==> src/sgm_pkg.sv <==
// Shared types and constants of the Sobel gradient magnitude unit.
package sgm_pkg;

   localparam int MAX_WIDTH_DEFAULT   = 1024;
   localparam int PIXEL_BITS_DEFAULT  = 8;
   localparam int QUEUE_DEPTH_DEFAULT = 4;

   localparam int WIDTH_REG_BITS  = 11;
   localparam int HEIGHT_REG_BITS = 16;
   localparam int CSR_INDEX_BITS  = 2;
   localparam int CSR_DATA_BITS   = 16;
   localparam int MAG_BITS        = 11;
   localparam int MAG_MAX         = 2047;

   typedef enum logic [CSR_INDEX_BITS-1:0] {
      REG_IMAGE_WIDTH  = 2'd0,
      REG_IMAGE_HEIGHT = 2'd1,
      REG_CLAMP_EDGES  = 2'd2
   } csr_index_type;

   typedef enum logic [1:0] {
      F_IDLE = 2'b01,
      F_RUN  = 2'b10
   } front_state_type;

   typedef enum logic [3:0] {
      B_IDLE   = 4'b0001,
      B_SQUARE = 4'b0010,
      B_ROOT   = 4'b0100,
      B_DONE   = 4'b1000
   } back_state_type;

   typedef struct packed {
      logic full;
      logic empty;
   } queue_status_type;

endpackage

==> src/sgm_queue.sv <==
// Small register queue between the window front end and the magnitude back end.
module sgm_queue #(
   parameter int DATA_BITS = 73,
   parameter int DEPTH     = sgm_pkg::QUEUE_DEPTH_DEFAULT
) (
   input  logic                     clock,
   input  logic                     reset,
   input  logic                     push,
   input  logic [DATA_BITS-1:0]     push_data,
   input  logic                     pop,
   output logic [DATA_BITS-1:0]     pop_data,
   output sgm_pkg::queue_status_type status
);

   localparam int PTR_BITS = (DEPTH > 1) ? $clog2(DEPTH) : 1;
   localparam int CNT_BITS = $clog2(DEPTH + 1);

   logic [DATA_BITS-1:0] entry_ff [DEPTH];
   logic [PTR_BITS-1:0]  head_ff, head_in, tail_ff, tail_in;
   logic [CNT_BITS-1:0]  count_ff, count_in;
   logic                 do_push, do_pop;

   assign status.full  = (32'(count_ff) == 32'(DEPTH));
   assign status.empty = (count_ff == '0);
   assign do_push      = push && !status.full;
   assign do_pop       = pop && !status.empty;
   assign pop_data     = entry_ff[head_ff];

   always_comb begin
      head_in  = head_ff;
      tail_in  = tail_ff;
      count_in = count_ff;
      if (do_push) begin
         tail_in = (32'(tail_ff) == DEPTH - 1) ? '0 : tail_ff + 1'b1;
      end
      if (do_pop) begin
         head_in = (32'(head_ff) == DEPTH - 1) ? '0 : head_ff + 1'b1;
      end
      if (do_push && !do_pop) begin
         count_in = count_ff + 1'b1;
      end else if (do_pop && !do_push) begin
         count_in = count_ff - 1'b1;
      end
   end

   always_ff @(posedge clock) begin
      if (reset) begin
         head_ff  <= '0;
         tail_ff  <= '0;
         count_ff <= '0;
      end else begin
         head_ff  <= head_in;
         tail_ff  <= tail_in;
         count_ff <= count_in;
      end
   end

   always_ff @(posedge clock) begin
      if (do_push) begin
         entry_ff[tail_ff] <= push_data;
      end
   end

endmodule

==> config.mk <==
export PLATFORM = sky130hd
export DESIGN_NAME = sgm_queue
export DESIGN_NICKNAME = d
export VERILOG_FILES = /design/src/sgm_pkg.sv /design/src/sgm_queue.sv
export SDC_FILE = /design/constraint.sdc
export NUM_CORES = 1
export LEC_CHECK = 0
export BUFFER_PORTS_ARGS = -buffer_cell sky130_fd_sc_hd__buf_2
export CORE_MARGIN = 2
export CORE_UTILIZATION = 50
export DETAILED_ROUTE_END_ITERATION = 10
export PLACE_DENSITY = 0.71
export SETUP_SLACK_MARGIN = 0.5
export SYNTH_ARGS = -nofsm -noshare
export SYNTH_HDL_FRONTEND = slang
export SYNTH_SLANG_ARGS = --single-unit
==> constraint.sdc <==
create_clock -name clock -period 3.61 [get_ports clock]
set_input_delay 0.722 -clock clock [delete_from_list [all_inputs] [get_ports clock]]
set_output_delay 0.722 -clock clock [all_outputs]
set_load 0.005 [all_outputs]
==> qor.csv <==
metric,value,unit
grt_pass1_vias,5416,
grt_usage,17.0,%
ys_async_sr_fraction,0,%
start_util,50.7,%
fp.dieH,153,um
dp_slack,1.02,ns
dp_hpwl,11600,um
drt-wirelength-per-cell,21.8,um
synth.most_common_cell,edfxtp_1,
syn-num-nets,515,
cts.clk_slew.worst_paths,0.07,ns
slew_violations,0,
synthTopCellsByCount,"292 x edfxtp_1, 73 x mux4_2, 9 x dfxtp_1",
ys.flop_type,edfxtp_1,
cellLeakagePower,4.47,nW
tns,0,ns
finalCritPeriodShare,78.6,%
whs,0.401,ns
rsz0062_at_grt,no,
drive_gt1_share,46.3,%
synth_top_area_share,79.5,%
tritoncts,built,
hold_viol_final,0,
clk_latency,0.54,ns
die_area,0.0233,mm2
startpoint_type,register,
power,9.43,mW
synth-edff-count,292,
drt-total-wl,19800,um
io_pins,152,
chipWidth,153,um
cts_setup_buffers,0,
grt_remaining_overflow,0,
htree_levels,1,
clockBufferDepth,3,
skew,0.0108,ns
hold_buffers,0,
rows,54,
cts.sinks,301,
yosys_warnings,0,
ir_worst_vdd,0.678,mV
finalSetupViolCount,0,
grt_pass1_wl,30700,um
grt_max_degree,46,
cts_root_buf,clkbuf_16,
min_path_type,in2reg,
cts_resized,0,
required,2.89,ns
ant_nets,0,
end_kind,output pin,
drc_errors,0,
core_area,0.0218,mm2
antenna_found_initial,0,
cts_buffers,30,
final_util,60.9,%
max_slew_margin,61.0,%
nNetsFinal,687,
worst_pin_slew,0.585,ns
worstSetupPathType,reg2out,
portBuffers,151,
pwr_density_cell,711,mW/mm2
synth_top_area_cell,edfxtp_1,
period_needed,2.84,ns
synthCells,431,
critPathArrivalTime,2.12,ns
routabilityCongestion,0.751,
num_vias,4972,
viasPerCell,5.48,
ys_top_cells_by_area,"edfxtp_1 79%, mux4_2 15%, dfxtp_1 1.6%, buf_6 0.82%, ha_1 0.68%",
max-cap-violations,0,
cp_max_fo,38,
syn_area,0.0110,mm2
setup_slack,0.773,ns
run_status,completed,
syn_area_per_cell,25.6,um2
areaGrowthSynthToFinish,20.2,%
max_freq,352,MHz
drt_iter0_markers,228,
ys_seq_area_share,81.1,%
synth.ff_latch_count,301,
detailedRoute.firstPassIterationCount,5,
yosysUniqueCellTypes,26,
-- logic make-up (layout without fill, tap and decap cells) --
logic type	count (synthesis)	count (layout)	synth area share (%)
adder cells (fa/ha/maj)	7	7	0.862
other	0	1	0
AO/OA/AOI/OAI	7	7	0.453
buffers and inverters	23	218	1.49
XOR/XNOR	2	2	0.159
multiplexers	75	75	15.1
flip-flops	301	301	81.1
AND/OR/NAND/NOR	16	16	0.851
-- report_power, final --
| part | total (mW) | internal (mW) | leakage, nW | switching, mW |
|---|---|---|---|---|
| clock network | 3.39 | 2.15 | 0.542 | 1.24 |
| logic | 1.68 | 0.871 | 1.18 | 0.811 |
| registers | 4.35 | 4.23 | 2.75 | 0.127 |
-- layout make-up --
cell class,instances,area [um2]
multi-input cells,107,1940
repair buffers,158,883
clock buffers,35,801
fillers,1521,8500
well taps,280,350
inverters,5,23.8
diodes,1,2.50
clock inverters,20,304
flip-flops and latches,301,8960
-- sequential cells by signal (all words and copies together) (netlist names), named ones only --
| register | flops |
|---|---|
| entry_ff | 292 |
| head_ff | 2 |
| tail_ff | 2 |
| count_ff | 3 |
-- cell usage in the layout, fill, tap and decap left out, types with 2 or more instances in the layout --
cell and instances:
clkbuf_1 3, clkinv_1 4, o31ai_2 2, mux4_2 73, xor2_1 2, buf_2 151, inv_1 4, dfxtp_4 2
bufinv_16 8, edfxtp_1 292, nor2_1 3, nand3_1 2, a21oi_1 3, nor3_1 2, clkbuf_16 31, buf_12 6
clkinv_2 6, dfxtp_1 7, mux2i_1 2, ha_1 6, and3_4 4
-- path summary, 6_finish.rpt --
check                      startpoint                         to  cells after the start  slack, ns
max                          register               pop_data[48]                      3       0.77
max reg2reg  count_ff[0]$_SDFFE_PP0P_   count_ff[2]$_SDFFE_PP0P_                      9       1.11
min reg2reg   tail_ff[1]$_SDFFE_PP0P_    tail_ff[1]$_SDFFE_PP0P_                      2       0.53
min                     push_data[26]  entry_ff[0][26]$_DFFE_PP_                      1       0.40
-- worst max-delay path: stages, from the launching register on --
cell,delay (ns)
dfxtp_4,0.73
buf_12,0.33
mux4_2,0.36
buf_2,0.15
-- per-stage QoR --
stage	instances	cell area, um2
floorplan	431	11000
finish	907	13300
detailed placement	851	12100
global route	906	13300
global placement	851	12100
CTS	906	13300
-- per-layer routing --
metal / track usage, % / routed length [um]
met1: 23.2 / 8440
met2: 28.7 / 9920
met3: 3.70 / 1160
met4: 3.66 / 264
met5: 0 / 0
Note: power is estimated with default switching activity, not from simulation.
