--- config.mk ---
export PLATFORM = sky130hd
export DESIGN_NAME = sgm_back
export DESIGN_NICKNAME = d
export VERILOG_FILES = /design/src/sgm_pkg.sv /design/src/sgm_back.sv
export SDC_FILE = /design/constraint.sdc
export NUM_CORES = 1
export LEC_CHECK = 0
export ABC_AREA = 1
export BUFFER_PORTS_ARGS = -buffer_cell sky130_fd_sc_hd__buf_2
export CAP_MARGIN = 40
export CORE_UTILIZATION = 60
export CTS_CLUSTER_DIAMETER = 40
export DETAILED_ROUTE_END_ITERATION = 10
export PLACE_DENSITY = 0.79
export SLEW_MARGIN = 10
export SYNTH_ARGS = -nofsm -noshare
export SYNTH_HDL_FRONTEND = slang
export SYNTH_SLANG_ARGS = --single-unit
--- constraint.sdc ---
create_clock -name clock -period 7.5 [get_ports clock]
set_input_delay 0 -clock clock [delete_from_list [all_inputs] [get_ports clock]]
set_output_delay 0 -clock clock [all_outputs]
set_load 0.01 [all_outputs]
--- src/sgm_pkg.sv ---
// Shared types and constants of the Sobel gradient magnitude unit.
package sgm_pkg;

   localparam int MAX_WIDTH_DEFAULT   = 1024;
   localparam int PIXEL_BITS_DEFAULT  = 8;
   localparam int QUEUE_DEPTH_DEFAULT = 4;

   localparam int WIDTH_REG_BITS  = 11;
   localparam int HEIGHT_REG_BITS = 16;
   localparam int CSR_INDEX_BITS  = 2;
   localparam int CSR_DATA_BITS   = 16;
   localparam int MAG_BITS        = 11;
   localparam int MAG_MAX         = 2047;

   typedef enum logic [CSR_INDEX_BITS-1:0] {
      REG_IMAGE_WIDTH  = 2'd0,
      REG_IMAGE_HEIGHT = 2'd1,
      REG_CLAMP_EDGES  = 2'd2
   } csr_index_type;

   typedef enum logic [1:0] {
      F_IDLE = 2'b01,
      F_RUN  = 2'b10
   } front_state_type;

   typedef enum logic [3:0] {
      B_IDLE   = 4'b0001,
      B_SQUARE = 4'b0010,
      B_ROOT   = 4'b0100,
      B_DONE   = 4'b1000
   } back_state_type;

   typedef struct packed {
      logic full;
      logic empty;
   } queue_status_type;

endpackage

--- src/sgm_back.sv ---
// Back end: Sobel gradients, sum of squares and a bit-serial integer square root.
module sgm_back #(
   parameter int PIXEL_BITS = sgm_pkg::PIXEL_BITS_DEFAULT
) (
   input  logic                              clock,
   input  logic                              reset,
   input  sgm_pkg::queue_status_type         q_status,
   input  logic [9*PIXEL_BITS:0]             q_data,
   output logic                              q_pop,
   output logic                              rsp_empty,
   input  logic                              rsp_pop,
   output logic [sgm_pkg::MAG_BITS-1:0]      rsp_magnitude,
   output logic                              rsp_last_of_frame
);

   localparam int GB       = PIXEL_BITS + 4;
   localparam int NB       = PIXEL_BITS + 3;
   localparam int SQ_BITS  = 2 * NB;
   localparam int CNT_BITS = $clog2(NB + 1);

   sgm_pkg::back_state_type state_ff;

   logic signed [GB-1:0]   gx_ff, gy_ff, gx_in, gy_in;
   logic signed [2*GB-1:0] sqx, sqy;
   logic [SQ_BITS-1:0]     op_ff;
   logic [NB:0]            rem_ff, rem_in;
   logic [NB-1:0]          root_ff, root_in;
   logic [CNT_BITS-1:0]    cnt_ff;
   logic                   last_ff;
   logic [NB+2:0]          rem_sh, trial;

   always_comb begin
      logic signed [GB-1:0] p [9];
      for (int k = 0; k < 9; k++) begin
         p[k] = GB'($signed({4'b0, q_data[k*PIXEL_BITS +: PIXEL_BITS]}));
      end
      gx_in = GB'((p[6] - p[0]) + 2 * (p[7] - p[1]) + (p[8] - p[2]));
      gy_in = GB'((p[2] - p[0]) + 2 * (p[5] - p[3]) + (p[8] - p[6]));
   end

   assign sqx = gx_ff * gx_ff;
   assign sqy = gy_ff * gy_ff;

   // One result bit a step, most significant first.
   always_comb begin
      rem_sh = {rem_ff, op_ff[SQ_BITS-1 -: 2]};
      trial  = (NB+3)'({root_ff, 2'b01});
      if (rem_sh >= trial) begin
         rem_in  = (NB+1)'(rem_sh - trial);
         root_in = {root_ff[NB-2:0], 1'b1};
      end else begin
         rem_in  = (NB+1)'(rem_sh);
         root_in = {root_ff[NB-2:0], 1'b0};
      end
   end

   assign q_pop     = (state_ff == sgm_pkg::B_IDLE) && !q_status.empty;
   assign rsp_empty = (state_ff != sgm_pkg::B_DONE);
   assign rsp_last_of_frame = last_ff;

   always_ff @(posedge clock) begin
      if (q_pop) begin
         gx_ff   <= gx_in;
         gy_ff   <= gy_in;
         last_ff <= q_data[9*PIXEL_BITS];
      end
      if (state_ff == sgm_pkg::B_SQUARE) begin
         op_ff   <= SQ_BITS'($unsigned(sqx)) + SQ_BITS'($unsigned(sqy));
         rem_ff  <= '0;
         root_ff <= '0;
      end else if (state_ff == sgm_pkg::B_ROOT) begin
         op_ff   <= {op_ff[SQ_BITS-3:0], 2'b00};
         rem_ff  <= rem_in;
         root_ff <= root_in;
         if (32'(cnt_ff) == NB - 1) begin
            rsp_magnitude <= (32'(root_in) > sgm_pkg::MAG_MAX) ?
                             sgm_pkg::MAG_BITS'(sgm_pkg::MAG_MAX) :
                             sgm_pkg::MAG_BITS'(root_in);
         end
      end
   end

   always_ff @(posedge clock) begin
      if (reset) begin
         state_ff <= sgm_pkg::B_IDLE;
         cnt_ff   <= '0;
      end else begin
         case (state_ff)
            sgm_pkg::B_IDLE: begin
               if (q_pop) state_ff <= sgm_pkg::B_SQUARE;
            end
            sgm_pkg::B_SQUARE: begin
               cnt_ff   <= '0;
               state_ff <= sgm_pkg::B_ROOT;
            end
            sgm_pkg::B_ROOT: begin
               cnt_ff <= cnt_ff + 1'b1;
               if (32'(cnt_ff) == NB - 1) state_ff <= sgm_pkg::B_DONE;
            end
            sgm_pkg::B_DONE: begin
               if (rsp_pop) state_ff <= sgm_pkg::B_IDLE;
            end
            default: state_ff <= sgm_pkg::B_IDLE;
         endcase
      end
   end

endmodule

==> metrics.yaml <==
status: "completed"
fin_skew_ps: 12.2
rsz0062_at_grt: "no"
drc: 0
slew_headroom_pct: 48.5
rr_startpoint: "gy_ff[11]"
finalCritPeriodShare_pct: 90.0
cts_inserted_buffers: 9
routabilityCongestion: 0.949
finalNonFillerCells: 2409
cts_max_level: 3
synthFlopType: "edfxtp_1"
startpoint_type: "flop"
grt_max_degree: 34
rr_worst_depth: 21
grt-ovfl-total: 0
nets: 2596
slew_violations: 0
post_drt_wl_per_cell_um: 14.5
netlist.area_leader.share_pct: 34.3
ios: 92
utilization_pct: 65.4
end_kind: "flop"
yosysSeqAreaShare_pct: 14.3
r2r-end: "op_ff[17]"
worstSkewPairLatency_ps: 350
grt_pass1_vias: 13300
hold_path_end: "gy_ff[0]"
ff2ff_setup_slack_ps: 750
grt_antenna_before_repair: 1
area_growth_pct: 6.86
postRouteAntennaNets: 0
via_count: 12700
cts_tree: "built"
hold_start: "q_data[0]"
netlist_area_mm2: 0.0165
synthTopCellsByArea: "fa_1 (34%), inv_1 (13%), ha_1 (13%)"
grt_pass1_wl_mm: 60.3
drv_cap: 0
dp_cells: 2388
dieArea_mm2: 0.0282
wirelength_mm: 35.0
cts.sinks: 89
die_y_um: 168
synth_edf_count: 58
dp_hpwl_mm: 29.9
ys_warn_count: 0
drt-vias-per-instance: 5.26
setup_violations: 0
start_util_pct: 61.2
worstPathArrival_ps: 6850
syn_nets: 2524
fp.dieW_um: 168
hold_viol: 0
dr.pass1.iters: 6
required_ps: 7600
clkTransAtPathRegs_ps: 70
fin_tns_setup_ps: 0
final_layout_size_suffix_gt1_share_pct: 7.01
design.core.area_mm2: 0.0270
worst_pin_slew_ps: 773
first_iter_violations: 639
postCtsSetupRepairBufs: 0
cts-root-buf: "clkbuf_16"
timing.fmax_mhz: 148
holdPathStages: 4
antenna_cells: 0
final_area_mm2: 0.0177
grt_util_all_layers_pct: 26.5
hp-class: "in -> reg"
syn_avg_cell_area_um2: 8.30
synth_area_leader_cell: "fa_1"
cts_resized: 0
hold_buffers: 5
netlist_top_cells_count: "inv_1 (594), nand2_1 (402), fa_1 (283)"
cp_max_fo: 15
worstSetupPathType: "reg -> reg"
yosysUniqueCellTypes: 45
numPortBuffers: 82
synthMostInstantiatedCell: "inv_1"
ys_ff_latch: 89
post-route-min-period_ps: 6750
dpl-instance-area_mm2: 0.0173
synthCells: 1991
clk_path_buf_depth: 2
ys_async_sr_fraction_pct: 0
rows: 60
==> cell families after synthesis <==
| kind of cell | after synthesis | synth area share (%) |
|---|---|---|
| adder cells (fa/ha/maj) | 455 | 47.3 |
| AO/OA/AOI/OAI | 180 | 6.20 |
| buffers and inverters | 635 | 14.6 |
| AND/OR/NAND/NOR | 572 | 14.4 |
| XOR/XNOR | 60 | 3.18 |
| flip-flops | 89 | 14.3 |
==> flip-flops by register name (all words and copies together) (netlist names) <==
name,flops
gy_ff,12
rem_ff,12
rsp_magnitude,11
root_ff,11
state_ff,4
gx_ff,12
op_ff,22
cnt_ff,4
rsp_last_of_frame,1
==> layout make-up <==
cell class | count | area [um^2]
multi-input combinational | 1267 | 11800
fill | 2225 | 9360
sequential | 89 | 2360
inverter | 597 | 2240
timing repair buffer | 99 | 558
tap | 341 | 427
clock buffer | 12 | 289
clock inverter | 4 | 28.8
==> critical path, stage by stage, from the launching register on <==
cell and delay, ps:
edfxtp_1 750, nand2_1 200, fa_1 890, inv_1 150
fa_1 420, fa_1 520, fa_1 570, fa_1 440
fa_1 500, inv_1 50, fa_1 490, inv_1 50
ha_1 320, a21oi_1 240, a21boi_0 300, nand3_1 140
nand2_1 100, nand3_1 90, o21ai_0 90, nand2_1 70
nand3_1 70, nand2_1 50
==> cell usage in the layout (no fill, tap or decap), drive strengths merged, types with 50 or more instances in the layout <==
cell    Yosys  routed
a21oi      82      82
buf         9      94
edfxtp     58      58
fa        283     283
ha        172     172
inv       597     598
nand2     406     406
nand3      63      63
nor2       68      68
o21ai      50      50
==> per-stage QoR <==
stage | hold WS, ps | setup slack (ps)
finish | 262 | 752
floorplan | 69.1 | 1300
global placement | 177 | 906
detailed placement | 180 | 808
CTS | 254 | 782
global route | 279 | 414
==> layer usage <==
layer	vias up	part of all wire, %	global-route usage [%]
li1	6049	-	-
met1	6171	41	32.9
met2	373	51	48.3
met3	69	5.1	3.08
met4	0	2.8	8.10
met5	-	0	0
==> worst max path at each step <==
stage | startpoint | to | slack (ps)
3_5_place_dp | gy_ff[11] | op_ff[17] | 810
4_1_cts | gy_ff[11] | op_ff[17] | 780
2_1_floorplan | gx_ff[11] | op_ff[14] | 1300
3_3_place_gp | gx_ff[0] | op_ff[21] | 910
6_report | gy_ff[11] | op_ff[17] | 750
5_1_grt | gx_ff[1] | op_ff[21] | 410
Power is not shown: default switching activity piles up to over one toggle a cycle in this logic, so the estimate is an artifact.
